## src/wsd_pkg.sv

```systemverilog
// Shared types, constants and helpers for the WebSocket frame deframer.
`default_nettype none

package wsd_pkg;

  // Width of the frame length counters; extended lengths saturate at all ones.
  localparam int LEN_BITS = 64;

  // Depth of the result queue between parser and output side (power of two).
  localparam int Q_DEPTH  = 2;
  localparam int Q_PTR_W  = (Q_DEPTH > 1) ? $clog2(Q_DEPTH) : 1;
  localparam int Q_CNT_W  = $clog2(Q_DEPTH + 1);

  // Header bit fields and length escapes
  localparam logic [7:0] HDR_TOP_BIT  = 8'h80;
  localparam logic [3:0] OPCODE_MASK  = 4'hF;
  localparam logic [6:0] LEN7_MASK    = 7'h7F;
  localparam logic [6:0] LEN_EXT16    = 7'd126;
  localparam logic [6:0] LEN_EXT64    = 7'd127;

  // Opcodes
  localparam logic [3:0] OP_TEXT  = 4'h1;
  localparam logic [3:0] OP_CLOSE = 4'h8;
  localparam logic [3:0] OP_PING  = 4'h9;
  localparam logic [3:0] OP_PONG  = 4'hA;

  // Action classes
  localparam logic [2:0] ACT_TEXT   = 3'd0;
  localparam logic [2:0] ACT_CLOSE  = 3'd1;
  localparam logic [2:0] ACT_PING   = 3'd2;
  localparam logic [2:0] ACT_PONG   = 3'd3;
  localparam logic [2:0] ACT_IGNORE = 3'd4;

  typedef struct packed {
    logic [7:0] payload_byte;
    logic       has_byte;
    logic [3:0] frame_opcode;
    logic       fin_flag;
    logic [2:0] action;
    logic       is_last;
  } wsd_result_t;

  function automatic logic [2:0] action_of(input logic [3:0] op);
    logic [2:0] act;
    case (op)
      OP_TEXT:  act = ACT_TEXT;
      OP_CLOSE: act = ACT_CLOSE;
      OP_PING:  act = ACT_PING;
      OP_PONG:  act = ACT_PONG;
      default:  act = ACT_IGNORE;
    endcase
    return act;
  endfunction

endpackage

`default_nettype wire

```

## src/wsd_parser.sv

```systemverilog
// Front end: header parser and payload unmasking, one byte per cycle while accept is high.
`default_nettype none

module wsd_parser
  import wsd_pkg::*;
(
  input  wire logic        clk,
  input  wire logic        rst,
  input  wire logic        cfg_wr_en,
  input  wire logic        cfg_wr_data,
  input  wire logic        accept,
  input  wire logic [7:0]  rx_byte,
  output logic             push,
  output wsd_result_t      result
);

  typedef enum logic [2:0] {
    PH_FIRST   = 3'd0,
    PH_SECOND  = 3'd1,
    PH_EXTLEN  = 3'd2,
    PH_MASKKEY = 3'd3,
    PH_PAYLOAD = 3'd4
  } phase_t;

  phase_t                phase, phase_next;
  logic                  hs_done;
  logic [2:0]            hdr_idx, hdr_idx_next;
  logic [3:0]            held_opcode, held_opcode_next;
  logic                  held_fin, held_fin_next;
  logic                  held_masked, held_masked_next;
  logic                  ext_long, ext_long_next;
  logic [LEN_BITS-1:0]   len_acc, len_acc_next;
  logic [LEN_BITS-1:0]   bytes_rem, bytes_rem_next;
  logic [31:0]           mask_key, mask_key_next;
  logic [1:0]            mask_pos, mask_pos_next;

  // length-known step, shared by second header byte and extended length
  logic                  len_done;
  logic [LEN_BITS-1:0]   done_len;
  logic                  done_masked;

  logic [2:0]            idx_inc;
  logic [LEN_BITS-1:0]   acc_shifted;
  logic [7:0]            key_byte;
  logic [LEN_BITS-1:0]   rem_dec;

  assign idx_inc     = hdr_idx + 3'd1;
  assign acc_shifted = (len_acc[LEN_BITS-1 -: 8] != 8'd0) ? '1 :
                       {len_acc[LEN_BITS-9:0], rx_byte};
  assign rem_dec     = (bytes_rem != '0) ? (bytes_rem - LEN_BITS'(1)) : bytes_rem;

  always_comb begin
    case (mask_pos)
      2'd0:    key_byte = mask_key[31:24];
      2'd1:    key_byte = mask_key[23:16];
      2'd2:    key_byte = mask_key[15:8];
      default: key_byte = mask_key[7:0];
    endcase
  end

  always_comb begin
    phase_next        = phase;
    hdr_idx_next      = hdr_idx;
    held_opcode_next  = held_opcode;
    held_fin_next     = held_fin;
    held_masked_next  = held_masked;
    ext_long_next     = ext_long;
    len_acc_next      = len_acc;
    bytes_rem_next    = bytes_rem;
    mask_key_next     = mask_key;
    mask_pos_next     = mask_pos;
    len_done          = 1'b0;
    done_len          = len_acc;
    done_masked       = held_masked;
    push              = 1'b0;
    result.payload_byte = 8'd0;
    result.has_byte     = 1'b0;
    result.frame_opcode = held_opcode;
    result.fin_flag     = held_fin;
    result.action       = action_of(held_opcode);
    result.is_last      = 1'b1;

    if (accept && hs_done) begin
      case (phase)
        PH_FIRST: begin
          held_fin_next    = (rx_byte & HDR_TOP_BIT) != 8'd0;
          held_opcode_next = rx_byte[3:0] & OPCODE_MASK;
          mask_pos_next    = 2'd0;
          mask_key_next    = 32'd0;
          hdr_idx_next     = 3'd0;
          phase_next       = PH_SECOND;
        end
        PH_SECOND: begin
          held_masked_next = (rx_byte & HDR_TOP_BIT) != 8'd0;
          hdr_idx_next     = 3'd0;
          len_acc_next     = '0;
          if ((rx_byte[6:0] & LEN7_MASK) == LEN_EXT16) begin
            ext_long_next = 1'b0;
            phase_next    = PH_EXTLEN;
          end else if ((rx_byte[6:0] & LEN7_MASK) == LEN_EXT64) begin
            ext_long_next = 1'b1;
            phase_next    = PH_EXTLEN;
          end else begin
            len_acc_next = LEN_BITS'(rx_byte[6:0]);
            len_done     = 1'b1;
            done_len     = LEN_BITS'(rx_byte[6:0]);
            done_masked  = held_masked_next;
          end
        end
        PH_EXTLEN: begin
          len_acc_next = acc_shifted;
          hdr_idx_next = idx_inc;
          if (idx_inc == (ext_long ? 3'd0 : 3'd2)) begin
            len_done    = 1'b1;
            done_len    = acc_shifted;
            done_masked = held_masked;
          end
        end
        PH_MASKKEY: begin
          mask_key_next = {mask_key[23:0], rx_byte};
          hdr_idx_next  = idx_inc;
          if (idx_inc[2]) begin
            hdr_idx_next = 3'd0;
            if (bytes_rem == '0) begin
              phase_next = PH_FIRST;
              push       = 1'b1;
            end else begin
              phase_next = PH_PAYLOAD;
            end
          end
        end
        PH_PAYLOAD: begin
          mask_pos_next       = mask_pos + 2'd1;
          bytes_rem_next      = rem_dec;
          push                = 1'b1;
          result.payload_byte = held_masked ? (rx_byte ^ key_byte) : rx_byte;
          result.has_byte     = 1'b1;
          result.is_last      = (rem_dec == '0);
          if (rem_dec == '0) begin
            phase_next = PH_FIRST;
          end
        end
        default: begin
          phase_next = PH_FIRST;
        end
      endcase

      if (len_done) begin
        bytes_rem_next = done_len;
        hdr_idx_next   = 3'd0;
        if (done_masked) begin
          phase_next = PH_MASKKEY;
        end else if (done_len == '0) begin
          phase_next = PH_FIRST;
          push       = 1'b1;
        end else begin
          phase_next = PH_PAYLOAD;
        end
      end
    end
  end

  always_ff @(posedge clk) begin
    if (rst) begin
      phase       <= PH_FIRST;
      hs_done     <= 1'b0;
      hdr_idx     <= 3'd0;
      held_opcode <= 4'd0;
      held_fin    <= 1'b0;
      held_masked <= 1'b0;
      ext_long    <= 1'b0;
      len_acc     <= '0;
      bytes_rem   <= '0;
      mask_key    <= 32'd0;
      mask_pos    <= 2'd0;
    end else begin
      if (cfg_wr_en) begin
        hs_done <= cfg_wr_data;
      end
      phase       <= phase_next;
      hdr_idx     <= hdr_idx_next;
      held_opcode <= held_opcode_next;
      held_fin    <= held_fin_next;
      held_masked <= held_masked_next;
      ext_long    <= ext_long_next;
      len_acc     <= len_acc_next;
      bytes_rem   <= bytes_rem_next;
      mask_key    <= mask_key_next;
      mask_pos    <= mask_pos_next;
    end
  end

`ifndef SYNTHESIS
  a_push_needs_hs: assert property (@(posedge clk) disable iff (rst)
    push |-> (accept && hs_done))
    else $error("result pushed without an accepted byte under handshake");

  a_last_restarts: assert property (@(posedge clk) disable iff (rst)
    (push && result.is_last) |=> (phase == PH_FIRST))
    else $error("frame end did not return parser to first header byte");

  a_empty_is_last: assert property (@(posedge clk) disable iff (rst)
    (push && !result.has_byte) |-> result.is_last)
    else $error("empty-frame word not flagged last");

  a_payload_nonzero: assert property (@(posedge clk) disable iff (rst)
    (phase == PH_PAYLOAD) |-> (bytes_rem != '0))
    else $error("payload phase with no bytes remaining");
`endif

endmodule

`default_nettype wire

```

## src/wsd_fifo.sv

```systemverilog
// Short result queue decoupling the parser from the output handshake.
`default_nettype none

module wsd_fifo
  import wsd_pkg::*;
(
  input  wire logic         clk,
  input  wire logic         rst,
  input  wire logic         push,
  input  wsd_result_t       push_data,
  output logic              full,
  input  wire logic         pop,
  output logic              not_empty,
  output wsd_result_t       head
);

  wsd_result_t          mem [Q_DEPTH];
  logic [Q_PTR_W-1:0]   wr_ptr;
  logic [Q_PTR_W-1:0]   rd_ptr;
  logic [Q_CNT_W-1:0]   count;
  logic                 do_push;
  logic                 do_pop;

  assign full      = (count == Q_CNT_W'(Q_DEPTH));
  assign not_empty = (count != '0);
  assign do_push   = push && !full;
  assign do_pop    = pop && not_empty;
  assign head      = mem[rd_ptr];

  always_ff @(posedge clk) begin
    if (do_push) begin
      mem[wr_ptr] <= push_data;
    end
  end

  always_ff @(posedge clk) begin
    if (rst) begin
      wr_ptr <= '0;
      rd_ptr <= '0;
      count  <= '0;
    end else begin
      if (do_push) begin
        wr_ptr <= wr_ptr + Q_PTR_W'(1);
      end
      if (do_pop) begin
        rd_ptr <= rd_ptr + Q_PTR_W'(1);
      end
      case ({do_push, do_pop})
        2'b10:   count <= count + Q_CNT_W'(1);
        2'b01:   count <= count - Q_CNT_W'(1);
        default: count <= count;
      endcase
    end
  end

endmodule

`default_nettype wire

```

## src/websocket_frame_deframer.sv

```systemverilog
// Top level of the WebSocket frame deframer: byte parser plus output queue.
`default_nettype none

// WebSocket frame deframer. Takes one received stream byte per word on the
// input channel and parses frames: first header byte (FIN, opcode), second
// header byte (MASK, 7-bit length), optional 16- or 64-bit big-endian
// extended length, optional 4-byte mask key, then payload. Each payload byte
// leaves as one output word, unmasked with key byte (index mod 4), together
// with opcode, FIN, action class and a last flag; an empty frame gives one
// word with has_byte low. Header bytes give no word. While handshake_done is
// clear every input byte is taken and dropped; the parse position is kept.
// Rate: one byte per cycle sustained while the queue has room. A byte is
// parsed in the cycle it is accepted and its word is registered into a
// two-entry queue whose head drives the output. in_ready drops only when
// the queue is full, i.e. after the output side has stalled for two words.
module websocket_frame_deframer
  import wsd_pkg::*;
(
  input  wire logic        clk,
  input  wire logic        rst,
  // configuration: handshake_done
  input  wire logic        cfg_wr_en,
  input  wire logic        cfg_wr_data,
  // received byte stream
  input  wire logic        in_valid,
  output logic             in_ready,
  input  wire logic [7:0]  rx_byte,
  // parsed payload words
  output logic             out_valid,
  input  wire logic        out_ready,
  output logic [7:0]       payload_byte,
  output logic             has_byte,
  output logic [3:0]       frame_opcode,
  output logic             fin_flag,
  output logic [2:0]       action,
  output logic             is_last
);

  logic         accept;
  logic         push;
  logic         q_full;
  wsd_result_t  parsed;
  wsd_result_t  head;

  // Every byte needs queue room up front, since any byte may produce a word.
  assign in_ready = !q_full;
  assign accept   = in_valid && in_ready;

  wsd_parser u_parser (
    .clk         (clk),
    .rst         (rst),
    .cfg_wr_en   (cfg_wr_en),
    .cfg_wr_data (cfg_wr_data),
    .accept      (accept),
    .rx_byte     (rx_byte),
    .push        (push),
    .result      (parsed)
  );

  wsd_fifo u_queue (
    .clk       (clk),
    .rst       (rst),
    .push      (push),
    .push_data (parsed),
    .full      (q_full),
    .pop       (out_ready),
    .not_empty (out_valid),
    .head      (head)
  );

  assign payload_byte = head.payload_byte;
  assign has_byte     = head.has_byte;
  assign frame_opcode = head.frame_opcode;
  assign fin_flag     = head.fin_flag;
  assign action       = head.action;
  assign is_last      = head.is_last;

endmodule

`default_nettype wire
```

## config.mk

```make
export PLATFORM = sky130hd
export DESIGN_NAME = websocket_frame_deframer
export DESIGN_NICKNAME = d
export VERILOG_FILES = /design/src/wsd_pkg.sv /design/src/wsd_parser.sv /design/src/wsd_fifo.sv /design/src/websocket_frame_deframer.sv
export SDC_FILE = /design/constraint.sdc
export NUM_CORES = 1
export LEC_CHECK = 0
export ABC_AREA = 1
export BUFFER_PORTS_ARGS = -buffer_cell sky130_fd_sc_hd__buf_2
export CORE_MARGIN = 8
export CORE_UTILIZATION = 60
export CTS_BUF_LIST = sky130_fd_sc_hd__clkbuf_4
export DETAILED_ROUTE_END_ITERATION = 12
export GPL_TIMING_DRIVEN = 0
export HOLD_SLACK_MARGIN = 0.12
export PLACE_DENSITY = 0.75
export SETUP_SLACK_MARGIN = 0.2
export SYNTH_ARGS = -nofsm -noshare
export SYNTH_HDL_FRONTEND = slang
export SYNTH_SLANG_ARGS = --single-unit
export TNS_END_PERCENT = 1
```

## constraint.sdc

```tcl
create_clock -name clk -period 5.35 [get_ports clk]
set_clock_uncertainty 0.2 [all_clocks]
set_input_delay 1.07 -clock clk [delete_from_list [all_inputs] [get_ports clk]]
set_output_delay 1.07 -clock clk [all_outputs]
set_load 0.01 [all_outputs]
```

======== After elaboration in Yosys (flattened, before gate mapping) ========
Memory sizes are Yosys's and may differ from the RTL's. A register that Yosys moved wholly into a read port is not among the register bits.
Cells that the tools add are included.
word-level totals
  memories kept ........................... 1
  RAM bits ................................ 36
  input port bits ......................... 14
  register bits ........................... 180
operators by class
  add/sub/neg operators ................... 7
  muxes and demuxes ....................... 57
  equal/unequal tests ..................... 20
  reduce and logical (&&, ||, !) cells .... 30
  bitwise gates (word level) .............. 1
memory list
  memory       words  bits a word  rd ports  clocked after Yosys merged registers in  wr ports  line            source
  u_queue.mem  2      18           1         1                                        1         wsd_fifo.sv:17  wsd_result_t mem [Q_DEPTH];
operators with widths
  cell                   number
  $mux 64                9
  $pmux 64 s2            2
  $logic_not 64->1       3
  $pmux 32 s2            1
  $reduce_bool 64->1     1
  $sub 64x1->64 const B  1
  $mux 3                 9
  $pmux 8 s3             1
  $mux 1                 22
  $mux 9                 2
  $pmux 3 s5             1
  $eq 7x7->1 const B     2
  $reduce_and 2->1       7
  $reduce_bool 2->1      7
  $eq 4x4->1 const B     3
  $pmux 3 s4             1
  $pmux 3 s3             1
  $mux 8                 1
  $pmux 2 s2             2
  $reduce_bool 8->1      1
  $xor 8x8->8            1
  $mux 7                 1
  $eq 2x2->1 const B     3
  $eq 3x2->1 const B     2
  22 further kinds       31

======== Depth between registers and ports, before layout ========
  depth after elaboration ................. 13
  mapped depth ............................ 24
  mapped depth without buffers ............ 23

======== By module ========
A second synthesis with hierarchy kept.
unflattened totals
  cells, all modules ...................... 2200
  area total of the unflattened synthesis .. 13952.1 um^2
by module, submodules not included
  module                    times used  area an instance (um^2)  seq. area each (um^2)  cells each
  wsd_parser                1           12334.3                  3523.4                 2101
  wsd_fifo                  1           1604.0                   1181.1                 96
  websocket_frame_deframer  1           13.8                     0.0                    3

======== Least setup slack after synthesis ========
OpenSTA, ideal clock, no wires.
  path type ............................... in2reg
  start ................................... input port rx_byte[6]
  end ..................................... memory u_queue.mem[0][0] (netlist name), enable pin
  setup slack ............................. 1.567 ns
  cell stages on the path ................. 16
  buffers on the path ..................... 1
  setup time .............................. 0.392 ns
  required time ........................... 4.758 ns
  arrival time ............................ 3.190 ns
  cell sequence ........................... inv_1 nor2_1 nand2_2 nand2_2 nand2_4 buf_4 o21ai_0 nor2_1 nand2_1 nor2_1 nand2_1 nor2_1 nand3_1 nand3_2 nand2_1 nor2_1
between the ends
  cells in the longest elaborated chain, start to end .. 13
  elaborated cells on any way between the ends .. 24
  those cells by class .................... eq/ne: 2; mux: 20; reduce/logical: 2
ends and longest elaborated chain
  what                            line                            source
  start, declared                 websocket_frame_deframer.sv:27  input wire logic [7:0] rx_byte,
  $eq 7x7->1                      wsd_parser.sv:100               end else if ((rx_byte[6:0] & LEN7_MASK) == LEN_EXT64) begin
  $mux 64                         wsd_parser.sv:100
  $mux 64                         wsd_parser.sv:97                if ((rx_byte[6:0] & LEN7_MASK) == LEN_EXT16) begin
  $pmux 64 s2                     wsd_parser.sv:84                case (phase)
  $mux 64                         wsd_parser.sv:83                if (accept && hs_done) begin
  $logic_not 64->1                wsd_parser.sv:153               end else if (done_len == '0) begin
  $mux 1                          wsd_parser.sv:153
  $mux 1                          wsd_parser.sv:151               if (done_masked) begin
  $mux 1 *                        wsd_parser.sv:148               if (len_done) begin
  $mux 1 *                        wsd_parser.sv:83
  $logic_and 1x1->1 *             wsd_fifo.sv:26                  assign do_push = push && !full;
  $mux 1 *                        wsd_fifo.sv:31                  if (do_push) begin
  $mux 1 (implied by the code) *  wsd_fifo.sv:32                  mem[wr_ptr] <= push_data;
  end, declared                   wsd_fifo.sv:17
Mark *: on every way between the ends. The rest lies on a longest branch, timed or not. The select of a mux whose other input is x is not followed.

======== Worst setup path in the final report ========
  start ................................... register u_parser.hdr_idx[0]
  end ..................................... memory u_queue.mem[0][0] (netlist name), enable pin
between the ends
  cells in the longest elaborated chain, start to end .. 13
  elaborated cells on any way between the ends .. 18
  those cells by class .................... add/sub: 1; eq/ne: 1; mux: 14; reduce/logical: 2
ends and longest elaborated chain
  what                            line               source
  start, declared                 wsd_parser.sv:27   logic [2:0] hdr_idx, hdr_idx_next;
  start signal, assigned          wsd_parser.sv:181  hdr_idx <= hdr_idx_next;
  $add 3x1->3 *                   wsd_parser.sv:47   assign idx_inc = hdr_idx + 3'd1;
  $eq 3x3->1                      wsd_parser.sv:113  if (idx_inc == (ext_long ? 3'd0 : 3'd2)) begin
  $mux 64                         wsd_parser.sv:113
  $pmux 64 s2                     wsd_parser.sv:84
  $mux 64                         wsd_parser.sv:83
  $logic_not 64->1                wsd_parser.sv:153
  $mux 1                          wsd_parser.sv:153
  $mux 1                          wsd_parser.sv:151
  $mux 1 *                        wsd_parser.sv:148
  $mux 1 *                        wsd_parser.sv:83
  $logic_and 1x1->1 *             wsd_fifo.sv:26
  $mux 1 *                        wsd_fifo.sv:31
  $mux 1 (implied by the code) *  wsd_fifo.sv:32
Marks and branches as above.

==> results.sh <==
export IMPL_synth_edf_count=36
export IMPL_drv_cap=0
export IMPL_final_common_cell="nand2_1"
export IMPL_final_nets=2174
export IMPL_synthArstFlopShare_pct=0
export IMPL_crit_type="flip-flop to flip-flop"
export IMPL_routed_wl_um=47300
export IMPL_synthToLayoutAreaGrowth_pct=9.35
export IMPL_final_cell_mix="nand2_1 (677), nor2_1 (252), dfxtp_1 (181)"
export IMPL_drt_pre_antenna_iters=6
export IMPL_internal_power_mw=2.88
export IMPL_synth_area_leaders="dfxtp_1 (28%), nand2_1 (19%), edfxtp_1 (8.2%)"
export IMPL_slew_violations=0
export IMPL_io_buffers=33
export IMPL_combPwrFrac_pct=32.5
export IMPL_die_area_mm2=0.0270
export IMPL_grt_max_degree=19
export IMPL_ys_seq_area_share_pct=35.7
export IMPL_hold_class="flip-flop to flip-flop"
export IMPL_cts_tree="done"
export IMPL_htree_levels=2
export IMPL_die_width_um=164
export IMPL_p_per_area_mw_per_mm2=325
export IMPL_drt_iter0_drc=1887
export IMPL_synth_main_ff_cell="dfxtp_1"
export IMPL_fin_crit_sh_pct=81.2
export IMPL_arrival_ns=4.48
export IMPL_cts_resized_gates=0
export IMPL_finalSetupViolations=0
export IMPL_cp_start_kind="flip-flop"
export IMPL_grt_pass1_vias=13035
export IMPL_cts_buffer_depth=3
export IMPL_path_max_fanout=18
export IMPL_num_vias=14682
export IMPL_syn_num_nets=2084
export IMPL_critPathBufInv=2
export IMPL_yosys_area_top_type_share_pct=27.5
export IMPL_synth_warnings=0
export IMPL_insertion_delay_ns=0.73
export IMPL_final_util_pct=66.4
export IMPL_root_buffer="clkbuf_4"
export IMPL_worstPathCellList="ha_1 -> nand2_1 -> nand2_1 -> nor2_1 -> nand3_4 -> nand2_4 -> inv_2 -> buf_2 -> nand2_1 -> nand4_1 -> nor2_1 -> nand3_1 -> nor2_1 -> nand3_1 -> nand3_2 -> nand2_1 -> nor2_2"
export IMPL_slowest_delay_ns=0.77
export IMPL_cts_hold_buf=0
export IMPL_wl_per_cell_um=19.1
export IMPL_cts_sinks=217
export IMPL_hpwlAfterDp_um=36900
export IMPL_grt_use_total_pct=34.3
export IMPL_vias_per_cell=5.94
export IMPL_crit_path_frequent_cell="nand2_1"
export IMPL_ys_ff_latch=217
export IMPL_max_clock_freq_mhz=230
export IMPL_syn_inst=2062
export IMPL_sequentialPowerShare_pct=36.3
export IMPL_syn_avg_cell_area_um2=6.39
export IMPL_start_util_pct=60.7
export IMPL_peakVddDrop_mv=0.239
export IMPL_synth_area_mm2=0.0132
export IMPL_fin_tns_setup_ns=0
export IMPL_cts_buffers=55
export IMPL_place_congestion=1.06
export IMPL_antenna_found_initial=2
export IMPL_worst_path_dominant_cell_family="simple AND/OR/NAND/NOR gates"
export IMPL_grt_pass1_wl_um=71400
export IMPL_ys_types=40
export IMPL_die_h_um=164
export IMPL_clk_pin_slew_worst_paths_ns=0.07
export IMPL_end_kind="flip-flop"
export IMPL_rows=54
export IMPL_hold_viol_final=0
export IMPL_ios=34
export IMPL_drc=0
export IMPL_required_ns=5.49
export IMPL_postCtsSetupBuffers=0
export IMPL_pwr_share_clk_pct=31.2
export IMPL_core_area_mm2=0.0217
export IMPL_antenna_left=0
export IMPL_sw_frac_of_total_pct=38.5
export IMPL_fin_crit_ns=4.34
export IMPL_synth_top_cell_by_area="dfxtp_1"
export IMPL_slowest_stage="nor2_2"
export IMPL_slew_headroom_pct=33.2
export IMPL_status="finished clean"
export IMPL_leakage_nw=6.72
export IMPL_layout_drive_gt1_share_pct=10.6
export IMPL_grt_ovfl_total=0
export IMPL_worst_slew_pin_slew_ns=0.995
export IMPL_rsz0062_at_grt="no"
export IMPL_switching_power_mw=1.80
-- power groups by stage --
stage | registers [mW] | clock network, mW | logic, mW
6_report | 1.70 | 1.46 | 1.52
5_1_grt | 1.70 | 1.54 | 1.66
4_1_cts | 1.70 | 1.46 | 1.47
3_5_place_dp | 1.74 | 0 | 1.47
3_3_place_gp | 1.74 | 0 | 1.44
2_1_floorplan | 1.73 | 0 | 1.06
-- sequential cells by signal, indices dropped and copies added, names as in the netlist, 2 cells and up, named ones only --
register	flops
u_parser.bytes_rem	64
u_parser.len_acc	64
u_queue.mem	36
u_parser.mask_key	32
u_parser.held_opcode	4
u_parser.hdr_idx	3
u_parser.phase	3
u_parser.mask_pos	2
u_queue.count	2
-- per-stage QoR --
stage | cells | instance area, um2 | setup WS, ns | hold slack [ns] | total power, mW
CTS | 2472 | 14400 | 1.07 | 0.262 | 4.63
global route | 2473 | 14400 | 0.846 | 0.276 | 4.90
floorplan | 2062 | 13200 | 1.57 | 0.220 | 2.78
global placement | 2375 | 13700 | 0.249 | 0.238 | 3.18
detailed placement | 2375 | 13700 | 0.570 | 0.252 | 3.20
finish | 2473 | 14400 | 1.01 | 0.259 | 4.68
-- cell usage after synthesis, drive strengths merged (2+ instances only) --
cell type,instances
clkbuf,58
inv,161
nand3,162
nor2,275
o211ai,8
xnor2,10
nand4,5
a211oi,3
ha,8
nand3b,27
a21oi,134
a31oi,66
edfxtp,36
o21ai,141
dfxtp,181
nor3,4
mux2,18
xor2,16
nand2,691
a221oi,8
buf,44
or2,2
-- worst paths after layout --
check                  startpoint                   end  slack, ns  depth (start not counted)
max           u_parser.hdr_idx[0]     u_queue.mem[0][0]       1.01                         17
min          u_parser.len_acc[62]  u_parser.len_acc[62]       0.26                          2
max reg2reg   u_parser.hdr_idx[0]     u_queue.mem[0][0]       1.01                         17
min reg2reg  u_parser.len_acc[62]  u_parser.len_acc[62]       0.26                          2
-- layout make-up --
| type | count | area, um2 |
|---|---|---|
| Multi-Input combinational cell | 1581 | 7370 |
| Inverter | 162 | 608 |
| Antenna cell | 1 | 2.50 |
| Buffer | 102 | 493 |
| Sequential cell | 217 | 4700 |
| Clock inverter | 22 | 148 |
| Timing Repair Buffer | 33 | 165 |
| Clock buffer | 75 | 563 |
| Fill cell | 2046 | 7280 |
| Tap cell | 280 | 350 |
-- per-layer routing --
| layer | vias to the layer above | global-route usage, % | part of all wire [%] |
|---|---|---|---|
| li1 | 6953 | - | - |
| met1 | 6612 | 47.9 | 40 |
| met2 | 990 | 51.3 | 42 |
| met3 | 125 | 6.87 | 14 |
| met4 | 2 | 12.9 | 3.6 |
| met5 | - | 0 | 0.028 |
-- worst reg2reg max path, stage by stage, from the launching register on --
cell     delay, ns
dfxtp_1       0.34
ha_1          0.34
nand2_1       0.09
nand2_1       0.05
nor2_1        0.32
nand3_4       0.20
nand2_4       0.13
inv_2         0.09
buf_2         0.23
nand2_1       0.09
nand4_1       0.07
nor2_1        0.10
nand3_1       0.12
nor2_1        0.38
nand3_1       0.19
nand3_2       0.13
nand2_1       0.14
nor2_2        0.77
-- logic make-up (layout without fill, tap and decap cells) --
logic type	after synthesis	in the layout	synth area share (%)
buf+inv	264	394	8.36
compound gates	362	362	14.9
other cells	0	1	0
simple gates	1167	1167	36.9
xor+xnor	26	26	1.79
flops	217	217	35.7
mux	18	18	1.54
fa+ha+maj	8	8	0.760
No activity file was read; power rests on OpenSTA's default activity.
